<file path="config.mk">
export PLATFORM = sky130hd
export DESIGN_NAME = mail_header_field_parser
export DESIGN_NICKNAME = d
export VERILOG_FILES = /design/src/rtl/mhfp_pkg.sv /design/src/rtl/mail_header_field_parser.sv
export SDC_FILE = /design/constraint.sdc
export NUM_CORES = 1
export LEC_CHECK = 0
export BUFFER_PORTS_ARGS = -buffer_cell sky130_fd_sc_hd__clkbuf_2
export CAP_MARGIN = 20
export CORE_MARGIN = 10
export CORE_UTILIZATION = 45
export CTS_CLUSTER_DIAMETER = 50
export CTS_CLUSTER_SIZE = 30
export DETAILED_ROUTE_END_ITERATION = 7
export GPL_TIMING_DRIVEN = 0
export PLACE_DENSITY_LB_ADDON = 0.15
export SLEW_MARGIN = 40
export SYNTH_ARGS = -nofsm -noshare
export SYNTH_HDL_FRONTEND = slang
export SYNTH_SLANG_ARGS = --single-unit
</file>
<file path="constraint.sdc">
create_clock -name clk -period 5.7 [get_ports clk]
set_input_delay 1.14 -clock clk [delete_from_list [all_inputs] [get_ports clk]]
set_output_delay 1.14 -clock clk [all_outputs]
set_load 0.03 [all_outputs]
</file>
<file path="src/rtl/mhfp_pkg.sv">
// shared types, codes and name tables for the mail header field parser
// no dependencies; imported by mail_header_field_parser

package mhfp_pkg;

	// parse phases
	localparam logic [2:0] PH_LINE  = 3'd0;
	localparam logic [2:0] PH_FIELD = 3'd1;
	localparam logic [2:0] PH_CR    = 3'd2;
	localparam logic [2:0] PH_FOLD  = 3'd3;
	localparam logic [2:0] PH_COLON = 3'd4;
	localparam logic [2:0] PH_COLCR = 3'd5;

	// result kinds
	localparam logic [2:0] K_NAME  = 3'd0;
	localparam logic [2:0] K_BODY  = 3'd1;
	localparam logic [2:0] K_FEND  = 3'd2;
	localparam logic [2:0] K_HEND  = 3'd3;
	localparam logic [2:0] K_ERROR = 3'd4;

	// field classes
	localparam logic [2:0] CLS_TO      = 3'd0;
	localparam logic [2:0] CLS_FROM    = 3'd1;
	localparam logic [2:0] CLS_SUBJECT = 3'd2;
	localparam logic [2:0] CLS_MSGID   = 3'd3;
	localparam logic [2:0] CLS_DATE    = 3'd4;
	localparam logic [2:0] CLS_UNKNOWN = 3'd5;

	localparam int NUM_NAMES = 5;
	localparam int MAX_RES   = 3;

	// characters
	localparam logic [7:0] CH_CR    = 8'h0D;
	localparam logic [7:0] CH_LF    = 8'h0A;
	localparam logic [7:0] CH_SP    = 8'h20;
	localparam logic [7:0] CH_TAB   = 8'h09;
	localparam logic [7:0] CH_COLON = 8'h3A;
	localparam logic [7:0] CH_DASH  = 8'h2D;

	typedef struct packed {
		logic [2:0] kind;
		logic [7:0] value;
		logic [2:0] field_class;
		logic       final_of_run;
	} res_t;

	function automatic logic [3:0] known_len(input logic [2:0] idx);
		logic [3:0] len;
		case (idx)
			CLS_TO:      len = 4'd2;
			CLS_FROM:    len = 4'd4;
			CLS_SUBJECT: len = 4'd7;
			CLS_MSGID:   len = 4'd10;
			CLS_DATE:    len = 4'd4;
			default:     len = 4'd0;
		endcase
		return len;
	endfunction

	// upper-case letter of a known name at a position, 0 past its end
	function automatic logic [7:0] known_char(input logic [2:0] idx, input logic [3:0] pos);
		logic [7:0] c;
		c = 8'h00;
		case (idx)
			CLS_TO: begin
				case (pos)
					4'd0:    c = "T";
					4'd1:    c = "O";
					default: c = 8'h00;
				endcase
			end
			CLS_FROM: begin
				case (pos)
					4'd0:    c = "F";
					4'd1:    c = "R";
					4'd2:    c = "O";
					4'd3:    c = "M";
					default: c = 8'h00;
				endcase
			end
			CLS_SUBJECT: begin
				case (pos)
					4'd0:    c = "S";
					4'd1:    c = "U";
					4'd2:    c = "B";
					4'd3:    c = "J";
					4'd4:    c = "E";
					4'd5:    c = "C";
					4'd6:    c = "T";
					default: c = 8'h00;
				endcase
			end
			CLS_MSGID: begin
				case (pos)
					4'd0:    c = "M";
					4'd1:    c = "E";
					4'd2:    c = "S";
					4'd3:    c = "S";
					4'd4:    c = "A";
					4'd5:    c = "G";
					4'd6:    c = "E";
					4'd7:    c = CH_DASH;
					4'd8:    c = "I";
					4'd9:    c = "D";
					default: c = 8'h00;
				endcase
			end
			CLS_DATE: begin
				case (pos)
					4'd0:    c = "D";
					4'd1:    c = "A";
					4'd2:    c = "T";
					4'd3:    c = "E";
					default: c = 8'h00;
				endcase
			end
			default: c = 8'h00;
		endcase
		return c;
	endfunction

	// drop the candidates that the next name byte rules out
	function automatic logic [4:0] track_flags(input logic [3:0] pos, input logic [4:0] flags,
		input logic [7:0] b);
		logic [7:0] up;
		logic [4:0] nf;
		up = (b >= "a" && b <= "z") ? (b - 8'd32) : b;
		nf = flags;
		for (int i = 0; i < NUM_NAMES; i++) begin
			if (pos >= known_len(3'(i)) || known_char(3'(i), pos) != up)
				nf[i] = 1'b0;
		end
		return nf;
	endfunction

	// first surviving candidate whose length equals the name length
	function automatic logic [2:0] classify(input logic [3:0] pos, input logic [4:0] flags);
		logic [2:0] cls;
		cls = CLS_UNKNOWN;
		for (int i = NUM_NAMES - 1; i >= 0; i--) begin
			if (flags[i] && pos == known_len(3'(i)))
				cls = 3'(i);
		end
		return cls;
	endfunction

	function automatic res_t make_res(input logic [2:0] kind, input logic [7:0] value,
		input logic [2:0] cls);
		res_t r;
		r.kind         = kind;
		r.value        = value;
		r.field_class  = cls;
		r.final_of_run = 1'b0;
		return r;
	endfunction

endpackage

</file>
<file path="src/rtl/mail_header_field_parser.sv">
// mail header field parser: one header byte in, up to three results out
// depends on mhfp_pkg (codes, name tables, result type)
//
// channel | handshake           | payload
// --------+---------------------+--------------------------------------------
// in      | in_valid / in_ready | data_byte[7:0], end_of_flow
// out     | out_valid/out_ready | kind[2:0], value[7:0], field_class[2:0],
//         |                     | final_of_run
//
// a request waits in the input register until the batch can take it, then its
// results (0 to 3) land in a three-slot result batch whose slot 0 drives out
// one request a cycle is taken while each gives at most one result and out_ready
// is high; after a request with more results the next request waits in the input
// register while the single result port drains the batch
// arst_n clears the parse state, the valid bit of the input register and the
// batch count; payload registers are not reset
// a stall on out holds the batch, then the input register, then in_ready

module mail_header_field_parser
	import mhfp_pkg::*;
(
	input  logic       clk,
	input  logic       arst_n,
	input  logic       in_valid,
	output logic       in_ready,
	input  logic [7:0] data_byte,
	input  logic       end_of_flow,
	output logic       out_valid,
	input  logic       out_ready,
	output logic [2:0] kind,
	output logic [7:0] value,
	output logic [2:0] field_class,
	output logic       final_of_run
);

	// input register
	logic       valid_s1;
	logic [7:0] byte_s1;
	logic       eof_s1;

	// parse state
	logic [2:0] phase_q;
	logic       in_body_q;
	logic [3:0] npos_q;
	logic [4:0] flags_q;
	logic       halted_q;

	// result batch, slot 0 is the one on the port
	res_t       batch_q [MAX_RES];
	logic [1:0] cnt_q;

	// next-state and result logic
	logic [2:0] ph;
	logic       ib;
	logic [3:0] np;
	logic [4:0] fl;
	logic       hl;
	res_t       r [MAX_RES];
	logic [1:0] n;
	logic       do_fb, do_fend, do_ls, do_fail;
	logic       adv;
	logic       out_take;

	assign out_valid    = (cnt_q != 2'd0);
	assign kind         = batch_q[0].kind;
	assign value        = batch_q[0].value;
	assign field_class  = batch_q[0].field_class;
	assign final_of_run = batch_q[0].final_of_run;
	assign out_take     = out_valid && out_ready;

	// the input register moves on once the batch is empty or its last result leaves
	assign adv      = valid_s1 && (cnt_q == 2'd0 || (cnt_q == 2'd1 && out_ready));
	assign in_ready = !valid_s1 || adv;

	always_comb begin
		ph      = phase_q;
		ib      = in_body_q;
		np      = npos_q;
		fl      = flags_q;
		hl      = halted_q;
		n       = 2'd0;
		do_fb   = 1'b0;
		do_fend = 1'b0;
		do_ls   = 1'b0;
		do_fail = 1'b0;
		for (int i = 0; i < MAX_RES; i++)
			r[i] = make_res(K_NAME, 8'h00, CLS_TO);

		// what this byte does in the current phase
		case (phase_q)
			PH_FIELD: do_fb = 1'b1;
			PH_CR: begin
				if (byte_s1 == CH_LF)
					ph = PH_FOLD;
				else
					do_fb = 1'b1;
			end
			PH_FOLD: begin
				if (byte_s1 == CH_SP || byte_s1 == CH_TAB) begin
					do_fb = 1'b1;
				end else begin
					do_fend = 1'b1;
					do_ls   = 1'b1;
				end
			end
			PH_COLON: begin
				if (byte_s1 == CH_SP)
					ph = PH_FIELD;
				else if (byte_s1 == CH_CR)
					ph = PH_COLCR;
				else
					do_fail = 1'b1;
			end
			PH_COLCR: begin
				if (byte_s1 == CH_LF)
					ph = PH_FOLD;
				else
					do_fail = 1'b1;
			end
			default: do_ls = 1'b1;
		endcase

		if (!halted_q) begin
			// line break followed by a non-blank closes the field
			if (do_fend) begin
				if (n != 2'd3) begin
					r[n] = make_res(K_FEND, 8'h00, classify(np, fl));
					n = n + 2'd1;
				end
				ib = 1'b0;
				np = 4'd0;
				fl = 5'h1F;
				ph = PH_LINE;
			end
			// line opening with a break is the blank line
			if (do_ls) begin
				if (byte_s1 == CH_CR || byte_s1 == CH_LF) begin
					if (n != 2'd3) begin
						r[n] = make_res(K_HEND, 8'h00, CLS_TO);
						n = n + 2'd1;
					end
					hl = 1'b1;
				end else begin
					do_fb = 1'b1;
				end
			end
			if (do_fb) begin
				if (byte_s1 == CH_CR) begin
					ph = PH_CR;
				end else if (byte_s1 == CH_LF) begin
					ph = PH_FOLD;
				end else if (byte_s1 == CH_COLON && !ib) begin
					ib = 1'b1;
					ph = PH_COLON;
				end else begin
					ph = PH_FIELD;
					if (ib) begin
						if (n != 2'd3) begin
							r[n] = make_res(K_BODY, byte_s1, CLS_TO);
							n = n + 2'd1;
						end
					end else begin
						fl = track_flags(np, fl, byte_s1);
						if (np != 4'd15)
							np = np + 4'd1;
						if (n != 2'd3) begin
							r[n] = make_res(K_NAME, byte_s1, CLS_TO);
							n = n + 2'd1;
						end
					end
				end
			end
			if (do_fail) begin
				if (n != 2'd3) begin
					r[n] = make_res(K_ERROR, 8'h00, CLS_TO);
					n = n + 2'd1;
				end
				hl = 1'b1;
			end
			// last byte: a pending break closes field and header, else the line is cut
			if (eof_s1 && !hl) begin
				if (ph == PH_CR || ph == PH_FOLD) begin
					if (n != 2'd3) begin
						r[n] = make_res(K_FEND, 8'h00, classify(np, fl));
						n = n + 2'd1;
					end
					ib = 1'b0;
					np = 4'd0;
					fl = 5'h1F;
					ph = PH_LINE;
					if (n != 2'd3) begin
						r[n] = make_res(K_HEND, 8'h00, CLS_TO);
						n = n + 2'd1;
					end
				end else begin
					if (n != 2'd3) begin
						r[n] = make_res(K_ERROR, 8'h00, CLS_TO);
						n = n + 2'd1;
					end
				end
				hl = 1'b1;
			end
			if (n != 2'd0)
				r[n - 2'd1].final_of_run = 1'b1;
		end
	end

	// input register
	always_ff @(posedge clk or negedge arst_n) begin
		if (!arst_n) begin
			valid_s1 <= 1'b0;
		end else if (in_ready) begin
			valid_s1 <= in_valid;
		end
	end

	always_ff @(posedge clk) begin
		if (in_ready && in_valid) begin
			byte_s1 <= data_byte;
			eof_s1  <= end_of_flow;
		end
	end

	// parse state advances with each request leaving the input register
	always_ff @(posedge clk or negedge arst_n) begin
		if (!arst_n) begin
			phase_q   <= PH_LINE;
			in_body_q <= 1'b0;
			npos_q    <= 4'd0;
			flags_q   <= 5'h1F;
			halted_q  <= 1'b0;
		end else if (adv) begin
			phase_q   <= ph;
			in_body_q <= ib;
			npos_q    <= np;
			flags_q   <= fl;
			halted_q  <= hl;
		end
	end

	// result batch count
	always_ff @(posedge clk or negedge arst_n) begin
		if (!arst_n) begin
			cnt_q <= 2'd0;
		end else if (adv) begin
			cnt_q <= n;
		end else if (out_take) begin
			cnt_q <= cnt_q - 2'd1;
		end
	end

	// result batch payload: load on advance, shift toward slot 0 on each take
	always_ff @(posedge clk) begin
		if (adv) begin
			for (int i = 0; i < MAX_RES; i++)
				batch_q[i] <= r[i];
		end else if (out_take) begin
			batch_q[0] <= batch_q[1];
			batch_q[1] <= batch_q[2];
		end
	end

	// once halted, the parser stays halted until reset
	a_halt_sticky: assert property (@(posedge clk) disable iff (!arst_n)
		halted_q |=> halted_q)
		else $error("parser left the halted state");

	// header end is always the last result of its request
	a_hend_last: assert property (@(posedge clk) disable iff (!arst_n)
		(out_valid && kind == K_HEND) |-> final_of_run)
		else $error("header end not marked final");

	// the final result of a request sits only in the last occupied slot
	a_final_slot: assert property (@(posedge clk) disable iff (!arst_n)
		(out_valid && final_of_run) |-> (cnt_q == 2'd1))
		else $error("final result with more results queued behind it");

	// nothing is produced after a halt
	a_quiet_halt: assert property (@(posedge clk) disable iff (!arst_n)
		(halted_q && cnt_q == 2'd0) |=> (cnt_q == 2'd0))
		else $error("result produced while halted");

endmodule
</file>
==> results of run 1 <==
-- stage by stage --
step                      std cells  worst slack (ps)
final                           786             916.3
after global routing            786             518.8
after CTS                       786             962.8
after detailed placement        770             983.0
after global placement          770              1007
after floorplan                 598              1926
-- layer usage --
layer / global-route usage, % / share of wire, %
met5: 0 / 0
met4: 7.492 / 2.7
met3: 3.901 / 7.8
met2: 31.13 / 45
met1: 27.73 / 44
-- power by group through the flow --
stage / Sequential, mW / Clock (mW) / Combinational [mW]
2_1_floorplan: 0.847 / 0 / 0.770
3_3_place_gp: 0.851 / 0 / 1.02
3_5_place_dp: 0.856 / 0 / 1.04
4_1_cts: 0.848 / 0.531 / 1.05
5_1_grt: 0.864 / 0.552 / 1.15
6_report: 0.847 / 0.523 / 1.05
-- flip-flops by register name, summed over array words and instances (netlist names) --
signal	cells
in_body_q	1
cnt_q	2
phase_q	3
eof_s1	1
byte_s1	8
valid_s1	1
flags_q	5
halted_q	1
npos_q	4
batch_q	45
-- critical path: cells and delay by family (launching register included) --
family,cells,cell delay (ps)
AO/OA/AOI/OAI,6,1670
buffers and inverters,5,960
adder cells (fa/ha/maj),3,820
AND/OR/NAND/NOR,4,820
flip-flops,1,370
-- cell families (layout without fill, tap and decap cells) --
kind of cell	count (synthesis)	count (layout)	share of synthesized area, %
AND/OR/NAND/NOR	241	241	24.97
XOR/XNOR	3	3	0.4939
flip-flops	71	71	38.58
adder cells (fa/ha/maj)	13	13	3.057
multiplexers	5	5	0.9640
buffers and inverters	81	126	7.665
AO/OA/AOI/OAI	184	184	24.27
-- cell usage after synthesis, drive strengths merged, types with 6 or more instances --
library cell / n
nor3: 26
o22ai: 8
buf: 30
a21oi: 38
a31oi: 14
nand2: 51
nor2b: 15
a211oi: 6
nor2: 63
inv: 22
nand3: 15
a22o: 13
o21ai: 42
nand4: 8
nand2b: 8
ha: 13
clkbuf: 26
o31ai: 9
edfxtp: 54
dfrtp: 12
or3: 8
nand3b: 7
-- area by class of cell --
| class | instances | area [sq um] |
|---|---|---|
| buffer | 56 | 314.1 |
| clock buffer | 11 | 242.7 |
| clock inverter | 5 | 33.78 |
| fill | 1123 | 5585 |
| inverter | 25 | 93.84 |
| multi-input combinational | 446 | 2869 |
| sequential | 71 | 2053 |
| tap | 143 | 178.9 |
| timing repair buffer | 29 | 145.1 |
-- worst max-delay path by stage --
stage	end	cells after the start
6_report	batch_q[0][13]	18
4_1_cts	batch_q[0][13]	18
5_1_grt	batch_q[0][9]	17
3_3_place_gp	batch_q[0][13]	18
3_5_place_dp	batch_q[0][13]	18
2_1_floorplan	batch_q[0][22]	17
==> metrics.md, run 1 <==
| Metric | Value |
|---|---|
| Routed len/inst | `21.05 microns` |
| Clk pin slew, worst setup/hold paths | `60 ps` |
| Final core occ | `51.50%` |
| CTS Buf Count | `9` |
| Net Sw Frac | `40.57%` |
| Max clock buf depth | `2` |
| FF-to-FF Start | `byte_s1[6]` |
| Layout area overhead | `11.45%` |
| Max VDD drop | `0.3117 mV` |
| DRT antenna net count | `0` |
| Mapped Area | `5321 sq um` |
| Hold Crit Class | `reg2reg` |
| Number of post-CTS setup repair buffers | `0` |
| Outcome | `finished clean` |
| Post-Syn Nets | `624` |
| FF+latch count, synth | `71` |
| CTS tree | `built` |
| Vias | `5081` |
| Async SR Flop Fraction | `23.94%` |
| FF-to-FF path depth | `18` |
| Psw | `0.9811 mW` |
| Total Power | `2.418 mW` |
| Hold_sp | `batch_q[1][14]` |
| I/O Buffers | `29` |
| Largest net degree at the start of global routing | `34` |
| Worst-Skew Late Latency | `340 ps` |
| Worst setup startpoint | `byte_s1[6]` |
| Sequential Power Share | `35.0%` |
| Max Slew Vio Count | `0` |
| Die H | `128.7 microns` |
| Antenna diodes | `0` |
| Initial Util | `46.21%` |
| WHS Endpoint | `batch_q[0][29]` |
| Power Density | `407.8 nW/um^2` |
| LEAKAGE | `2.163 nW` |
| Placed Area | `5654 sq um` |
| Htree depth | `3` |
| R2R Setup Slk | `920 ps` |
| Core Area | `11520 sq um` |
| Largest stage delay on the critical path | `580 ps` |
| Slew margin rel. | `45.95%` |
| WP data required | `5910 ps` |
| DPL Wire Length | `12.23 mm` |
| Layout cells sized above 1 | `17.57%` |
| Via density | `6.464` |
| RD Place Congestion | `0.9750` |
| Initial antenna violation count | `0` |
| Detailed Route Iter0 Violations | `636` |
| Hold_buf cts | `0` |
| Internal power | `1.437 mW` |
| Worst Hold Depth | `2` |
| Reg2reg end | `batch_q[0][13]` |
| CP max FO | `11` |
| Maxcap violations | `0` |
| Maximum clock frequency | `209.0 MHz` |
| CP startpoint kind | `flop` |
| Synth unique cells | `86` |
| Total negative setup slack | `0 ps` |
| Final wirelength | `16.55 mm` |
| Commonest non-fill, non-tap cell in the layout | `nor2_1` |
| Clock Skews | `6.797 ps` |
| DR pass1 iterations | `5` |
| Critical path, cell by cell | `buf_6 -> inv_1 -> ha_1 -> nor2b_1 -> a22oi_1 -> o21ai_1 -> buf_2 -> ha_1 -> nor3_1 -> nand2_1 -> o211ai_1 -> inv_1 -> ha_1 -> inv_1 -> nor3b_1 -> a2111oi_0 -> a41o_1 -> a22o_1` |
| Cells after Synth | `598` |
| Setup CP Type | `reg2reg` |
| Global-route wire length before repair | `26.39 mm` |
| Mapped Avg Cell Area | `8.899 sq um` |
| Final net count | `664` |
| Period utilization | `83.93%` |
| Post-synth EDFFs | `54` |
| Logic pwr share | `43.4%` |
| CTS resizes | `0` |
| Synth warn | `0` |
| CP max stage cell | `a2111oi_0` |
| Area leader, netlist | `edfxtp_1` |
| Total die area | `16580 sq um` |
| Final setup viols | `0` |
| Synth top area share | `30.47%` |
| Vias in the first global route | `4796` |
| Clk sinks | `71` |
| Final-report hold violation count | `0` |
| Post-route DRC | `0` |
| RSZ-0062 raised after global routing | `false` |
| Tot GR Track Use | `20.26%` |
| Most frequent cells in the layout | `63 x nor2_1, 54 x edfxtp_1, 49 x nand2_1` |
| Pin slew with the least headroom to its limit | `807.8 ps` |
| Post-synthesis sequential area ratio | `38.58%` |
| CP endpoint kind | `flop` |
| Hold_ws | `520.5 ps` |
| Arrival @ worst endpoint | `5000 ps` |
| I/O Pins | `30` |
| Core Rows | `39` |
| Die width | `128.7 microns` |
| Tmin final | `4784 ps` |
| Grt total ovfl | `0` |
| Final non-filler cell area | `5931 sq um` |
| Root buffer cell | `clkbuf_16` |
| Top cells by area in the synthesized netlist | `edfxtp_1 30%, dfrtp_1 5.6%, nor2_1 4.4%` |
| Clock power frac | `21.6%` |
| Synth Flop Type | `edfxtp_1` |
Power figures use the tool's default switching activity.
==> run 2: changes to the inputs <==
clock period = 4.8 ns   (was 5.7 ns; I/O delays follow)
==> metrics.md, run 2 (synthesis gave the netlist of run 1 again) <==
| Metric | Value |
|---|---|
| Internal power | `1.707 mW (+19%)` |
| Largest net degree at the start of global routing | `34 (unchanged)` |
| Setup CP Type | `reg2reg` |
| Layout area overhead | `11.73%` |
| Most frequent cells in the layout | `62 x nor2_1, 54 x edfxtp_1, 49 x nand2_1` |
| Total die area | `16580 sq um (unchanged)` |
| I/O Pins | `30 (unchanged)` |
| Sequential Power Share | `35.0% (about the same)` |
| Root buffer cell | `clkbuf_16` |
| Hold_ws | `523.2 ps (+2.663 ps)` |
| DP Worst Slack | `83.05 ps (-900.0 ps)` |
| Global-route wire length before repair | `26.39 mm (unchanged)` |
| Max clock buf depth | `2 (unchanged)` |
| Layout cells sized above 1 | `18.04% (+0.47 points)` |
| Final core occ | `51.63% (+0.13 points)` |
| CTS tree | `built` |
| RD Place Congestion | `0.9750 (unchanged)` |
| Core Area | `11520 sq um (unchanged)` |
| Tmin final | `4443 ps (-340.7 ps)` |
| Antenna diodes | `0 (unchanged)` |
| Biggest regs | `batch_q (45), byte_s1 (8), flags_q (5)` |
| Final-report hold violation count | `0 (unchanged)` |
| Placed Area | `5654 sq um (unchanged)` |
| Htree depth | `3 (unchanged)` |
| Tot GR Track Use | `20.26% (unchanged)` |
| DRT antenna net count | `0 (unchanged)` |
| Final Non-Filler Cells | `786 (unchanged)` |
| DPL Wire Length | `12.23 mm (unchanged)` |
| Clock power frac | `21.6% (about the same)` |
| Max reg flops | `45 (unchanged)` |
| Placed insts | `770 (unchanged)` |
| DR pass1 iterations | `5 (unchanged)` |
| Psw | `1.168 mW (+19%)` |
| Max Slew Vio Count | `0 (unchanged)` |
| Final Worst Setup Slack | `357.0 ps (-559.3 ps)` |
| RSZ-0062 raised after global routing | `false` |
| I/O Buffers | `29 (unchanged)` |
| Total negative setup slack | `0 ps (unchanged)` |
| Vias | `4987 (-1.9%)` |
| Clk pin slew, worst setup/hold paths | `60 ps (about the same)` |
| Total Power | `2.875 mW (+19%)` |
| CTS Buf Count | `9 (unchanged)` |
| Hold Crit Class | `reg2reg` |
| WP data required | `4900 ps (-1010 ps)` |
| Period utilization | `92.56% (+8.6 points)` |
| Hold_buf cts | `0 (unchanged)` |
| Core Rows | `39 (unchanged)` |
| Vias in the first global route | `4796 (unchanged)` |
| Maximum clock frequency | `225.1 MHz (+7.7%)` |
| Arrival @ worst endpoint | `4540 ps (-460 ps)` |
| LEAKAGE | `2.165 nW (+0.12%)` |
| Outcome | `finished clean` |
| Worst-Skew Late Latency | `340 ps (about the same)` |
| Detailed Route Iter0 Violations | `582 (-8.5%)` |
| CP endpoint kind | `flop` |
| Via density | `6.345 (-1.9%)` |
| Biggest register | `batch_q` |
| Initial antenna violation count | `0 (unchanged)` |
| Power Density | `483.5 nW/um^2 (+19%)` |
| Net Sw Frac | `40.62% (+0.052 points)` |
| Clk sinks | `71 (unchanged)` |
| Final net count | `664 (unchanged)` |
| Initial Util | `46.21% (unchanged)` |
| Pin slew with the least headroom to its limit | `807.9 ps (+0.1096 ps)` |
| R2R Setup Slk | `360 ps (-560 ps)` |
| Maxcap violations | `0 (unchanged)` |
| Logic pwr share | `43.4% (about the same)` |
| Final setup viols | `0 (unchanged)` |
| Clock Skews | `6.158 ps (-0.6387 ps)` |
| Die width | `128.7 microns (unchanged)` |
| Slew margin rel. | `45.81% (-0.14 points)` |
| Grt total ovfl | `0 (unchanged)` |
| Max VDD drop | `0.3683 mV (+18%)` |
| Final wirelength | `16.43 mm (-0.69%)` |
| Post-route DRC | `0 (unchanged)` |
| Die H | `128.7 microns (unchanged)` |
| Routed len/inst | `20.91 microns (-0.69%)` |
| Final non-filler cell area | `5946 sq um (+0.25%)` |
| CP startpoint kind | `flop` |
| Commonest non-fill, non-tap cell in the layout | `nor2_1` |
| CP max FO | `10 (-1)` |
## run 2: routing by layer
metal	vias to the layer above	wire, microns	track usage (%)	part of all wire [%]
met3	33	1277	3.901	7.8
met2	237	7376	31.13	45
met1	2392	7335	27.73	45
met4	0	444	7.492	2.7
li1	2325	-	-	-
met5	-	0	0	0
## run 2: timing repair
action                                  CTS  global route
gates resized for setup                   0             5
endpoints found under the setup margin    0            22
endpoints found under the hold margin     0             0
setup buffers                             0             0
## run 2: path summary, 6_finish.rpt
path | start | endpoint | depth (start not counted)
min in group asynchronous | arst_n | npos_q[1] | 1
min | batch_q[1][14] | batch_q[0][29] | 2
min reg2reg | batch_q[1][14] | batch_q[0][29] | 2
max reg2reg | byte_s1[6] | batch_q[0][13] | 18
max | byte_s1[6] | batch_q[0][13] | 18
max in group asynchronous | arst_n | flags_q[1] | 1
## run 2: area by class of cell
type / instances / area [sq um]
Inverter: 25 / 93.84
Buffer: 56 / 316.6
Clock inverter: 5 / 33.78
Fill cell: 1123 / 5570
Multi-Input combinational cell: 446 / 2882
Sequential cell: 71 / 2053
Timing Repair Buffer: 29 / 145.1
Tap cell: 143 / 178.9
Clock buffer: 11 / 242.7
## run 2: worst max-delay path, stage by stage, from the launching register on
cell and delay, ps:
edfxtp_1 370, buf_6 160, inv_1 120, ha_1 160
nor2b_1 290, a22oi_1 190, o21ai_2 280, inv_2 180
buf_2 230, ha_1 250, nor3_1 250, o211ai_1 220
inv_1 180, ha_1 310, inv_1 120, nor3b_1 320
a2111oi_1 130, a41o_1 230, a22o_1 190
## run 2: power by group through the flow
stage / clock network, mW / registers [mW] / logic [mW]
floorplan: 0 / 1.01 / 0.914
global placement: 0 / 1.01 / 1.22
detailed placement: 0 / 1.02 / 1.24
CTS: 0.631 / 1.01 / 1.25
global route: 0.656 / 1.03 / 1.37
finish: 0.621 / 1.01 / 1.25
==> run 3: changes to the inputs <==
CORE_MARGIN = 1   (was 10)
CORE_UTILIZATION = 35   (was 45)
==> metrics.md, run 3 (synthesis gave the netlist of run 1 again) <==
| Metric | Value |
|---|---|
| Final net count | `665 (+0.15%)` |
| Routed len/inst | `19.98 microns (-4.4%)` |
| Post-route DRC | `2 (+2)` |
| Largest net degree at the start of global routing | `34 (unchanged)` |
| Outcome | `finished, violations left` |
| CP max FO | `11 (+1)` |
| Clock Skews | `8.474 ps (+2.316 ps)` |
| Final-report hold violation count | `0 (unchanged)` |
| Maxcap violations | `0 (unchanged)` |
| Most frequent cells in the layout | `61 x nor2_1, 54 x edfxtp_1, 49 x nand2_1` |
| CP startpoint kind | `flop` |
| Final core occ | `40.77% (-11 points)` |
| Clk sinks | `71 (unchanged)` |
| WP data required | `5010 ps (+110 ps)` |
| Biggest register | `batch_q` |
| Hold_ws | `527.1 ps (+3.943 ps)` |
| Max clock buf depth | `2 (unchanged)` |
| LEAKAGE | `2.168 nW (+0.14%)` |
| Biggest regs | `batch_q (45), byte_s1 (8), flags_q (5)` |
| I/O Buffers | `29 (unchanged)` |
| Largest stage delay on the critical path | `490 ps (+120 ps)` |
| Max Slew Vio Count | `0 (unchanged)` |
| Tmin final | `4447 ps (+3.602 ps)` |
| Tot GR Track Use | `21.64% (+1.4 points)` |
| Commonest non-fill, non-tap cell in the layout | `nor2_1` |
| Failing checks | `design-rule violations` |
| CP endpoint kind | `flop` |
| Setup CP Type | `reg2reg` |
| RSZ-0062 raised after global routing | `false` |
| Arrival @ worst endpoint | `4650 ps (+110 ps)` |
| Via density | `5.861 (-7.6%)` |
| Final wirelength | `16.54 mm (+0.66%)` |
| Max VDD drop | `0.2773 mV (-25%)` |
| Worst-Skew Late Latency | `340 ps (about the same)` |
| Final Non-Filler Cells | `828 (+5.3%)` |
| Htree depth | `3 (unchanged)` |
| Core Rows | `44 (+13%)` |
| CP max stage cell | `a2111oi_0` |
| I/O Pins | `30 (unchanged)` |
| Fill cell count | `1466 (+31%)` |
| CTS tree | `built` |
| Total die area | `15700 sq um (-5.3%)` |
| Clk pin slew, worst setup/hold paths | `60 ps (about the same)` |
| Die H | `125.3 microns (-2.7%)` |
| Global-route wire length before repair | `26.30 mm (-0.34%)` |
| Initial antenna violation count | `0 (unchanged)` |
| Die width | `125.3 microns (-2.7%)` |
| Placed insts | `811 (+5.3%)` |
| Detailed Route Iter0 Violations | `452 (-22%)` |
| RD Place Congestion | `0.8992 (-7.8%)` |
| Vias | `4853 (-2.7%)` |
| CTS Buf Count | `9 (unchanged)` |
| DPL Wire Length | `12.36 mm (+1.0%)` |
| Final setup viols | `0 (unchanged)` |
| Root buffer cell | `clkbuf_16` |
| Slew margin rel. | `46.16% (+0.35 points)` |
| Maximum clock frequency | `224.9 MHz (about the same)` |
| DR pass1 iterations | `7 (+2)` |
| DRT antenna net count | `0 (unchanged)` |
| Period utilization | `92.64% (about the same)` |
| Critical path, cell by cell | `buf_6 -> inv_1 -> ha_1 -> nor2b_1 -> a22oi_1 -> o21ai_2 -> clkbuf_4 -> ha_1 -> nor3_2 -> nand2_1 -> o211ai_1 -> inv_1 -> ha_1 -> inv_1 -> nor3b_1 -> a2111oi_0 -> a41o_1 -> a22o_1` |
| Pin slew with the least headroom to its limit | `804.8 ps (-3.160 ps)` |
| Initial Util | `36.20% (-10 points)` |
| Layout cells sized above 1 | `18.17% (+0.13 points)` |
| Core Area | `14700 sq um (+28%)` |
| Hold Crit Class | `reg2reg` |
| Max reg flops | `45 (unchanged)` |
| Grt total ovfl | `0 (unchanged)` |
| Hold_buf cts | `0 (unchanged)` |
| Antenna diodes | `0 (unchanged)` |
| Layout area overhead | `12.63%` |
| Power Density | `477.8 nW/um^2 (-1.2%)` |
| Vias in the first global route | `4627 (-3.5%)` |
## run 3: per-layer routing
layer	routed length (microns)	global-route usage (%)	part of all wire, %
met1	8204	30.54	50
met4	291	7.461	1.8
met2	7428	33.59	45
met3	619	3.466	3.7
met5	0	0	0
## run 3: final timing paths
| kind | from | endpoint | slack (ps) | cells past startpoint |
|---|---|---|---|---|
| hold / removal | flags_q[4] | flags_q[4] | 530 | 2 |
| hold reg to reg | flags_q[4] | flags_q[4] | 530 | 2 |
| max in group asynchronous | arst_n | flags_q[4] | 3850 | 1 |
| setup reg to reg | byte_s1[6] | batch_q[0][13] | 350 | 18 |
| setup / recovery | byte_s1[6] | batch_q[0][13] | 350 | 18 |
| min in group asynchronous | arst_n | npos_q[1] | 580 | 1 |
## run 3: critical path, delay by kind of cell, from the launching register on
family / cells / cell delay, ps
buffers and inverters: 5 / 910
flip-flops: 1 / 370
adder cells (fa/ha/maj): 3 / 830
AND/OR/NAND/NOR: 4 / 710
AO/OA/AOI/OAI: 6 / 1500
## run 3: layout make-up
cell class | count | area [sq um] | area share (%)
Inverter | 25 | 93.84 | 1.566
Sequential cell | 71 | 2053 | 34.26
Clock buffer | 12 | 236.5 | 3.946
Buffer | 56 | 316.6 | 5.282
Timing Repair Buffer | 30 | 152.6 | 2.547
Clock inverter | 4 | 22.52 | 0.3758
Tap cell | 184 | 230.2 | 3.841
Multi-Input combinational cell | 446 | 2888 | 48.18
## run 3: where the power goes
group | switching (mW) | leakage, nW | internal, mW
registers | 0.0642 | 0.735 | 0.940
clock network | 0.250 | 0.126 | 0.347
logic | 0.854 | 1.31 | 0.408
## run 3: metrics by stage
| step | instance area (sq um) | worst slack (ps) | power, mW | setup TNS (ps) |
|---|---|---|---|---|
| finish | 5993 | 353.4 | 2.863 | 0 |
| global route | 5993 | 10.23 | 3.035 | 0 |
| CTS | 5967 | 37.89 | 2.871 | 0 |
| detailed placement | 5705 | -29.89 | 2.264 | -29.89 |
| global placement | 5697 | 66.54 | 2.249 | 0 |
| floorplan | 5321 | 1026 | 1.920 | 0 |
## run 3: repair_timing
| item | CTS | global route |
|---|---|---|
| setup buffers | 0 | 1 |
| endpoints found under the setup margin | 4 | 25 |
| pin swaps | 0 | 1 |
| gates resized for setup | 1 | 4 |
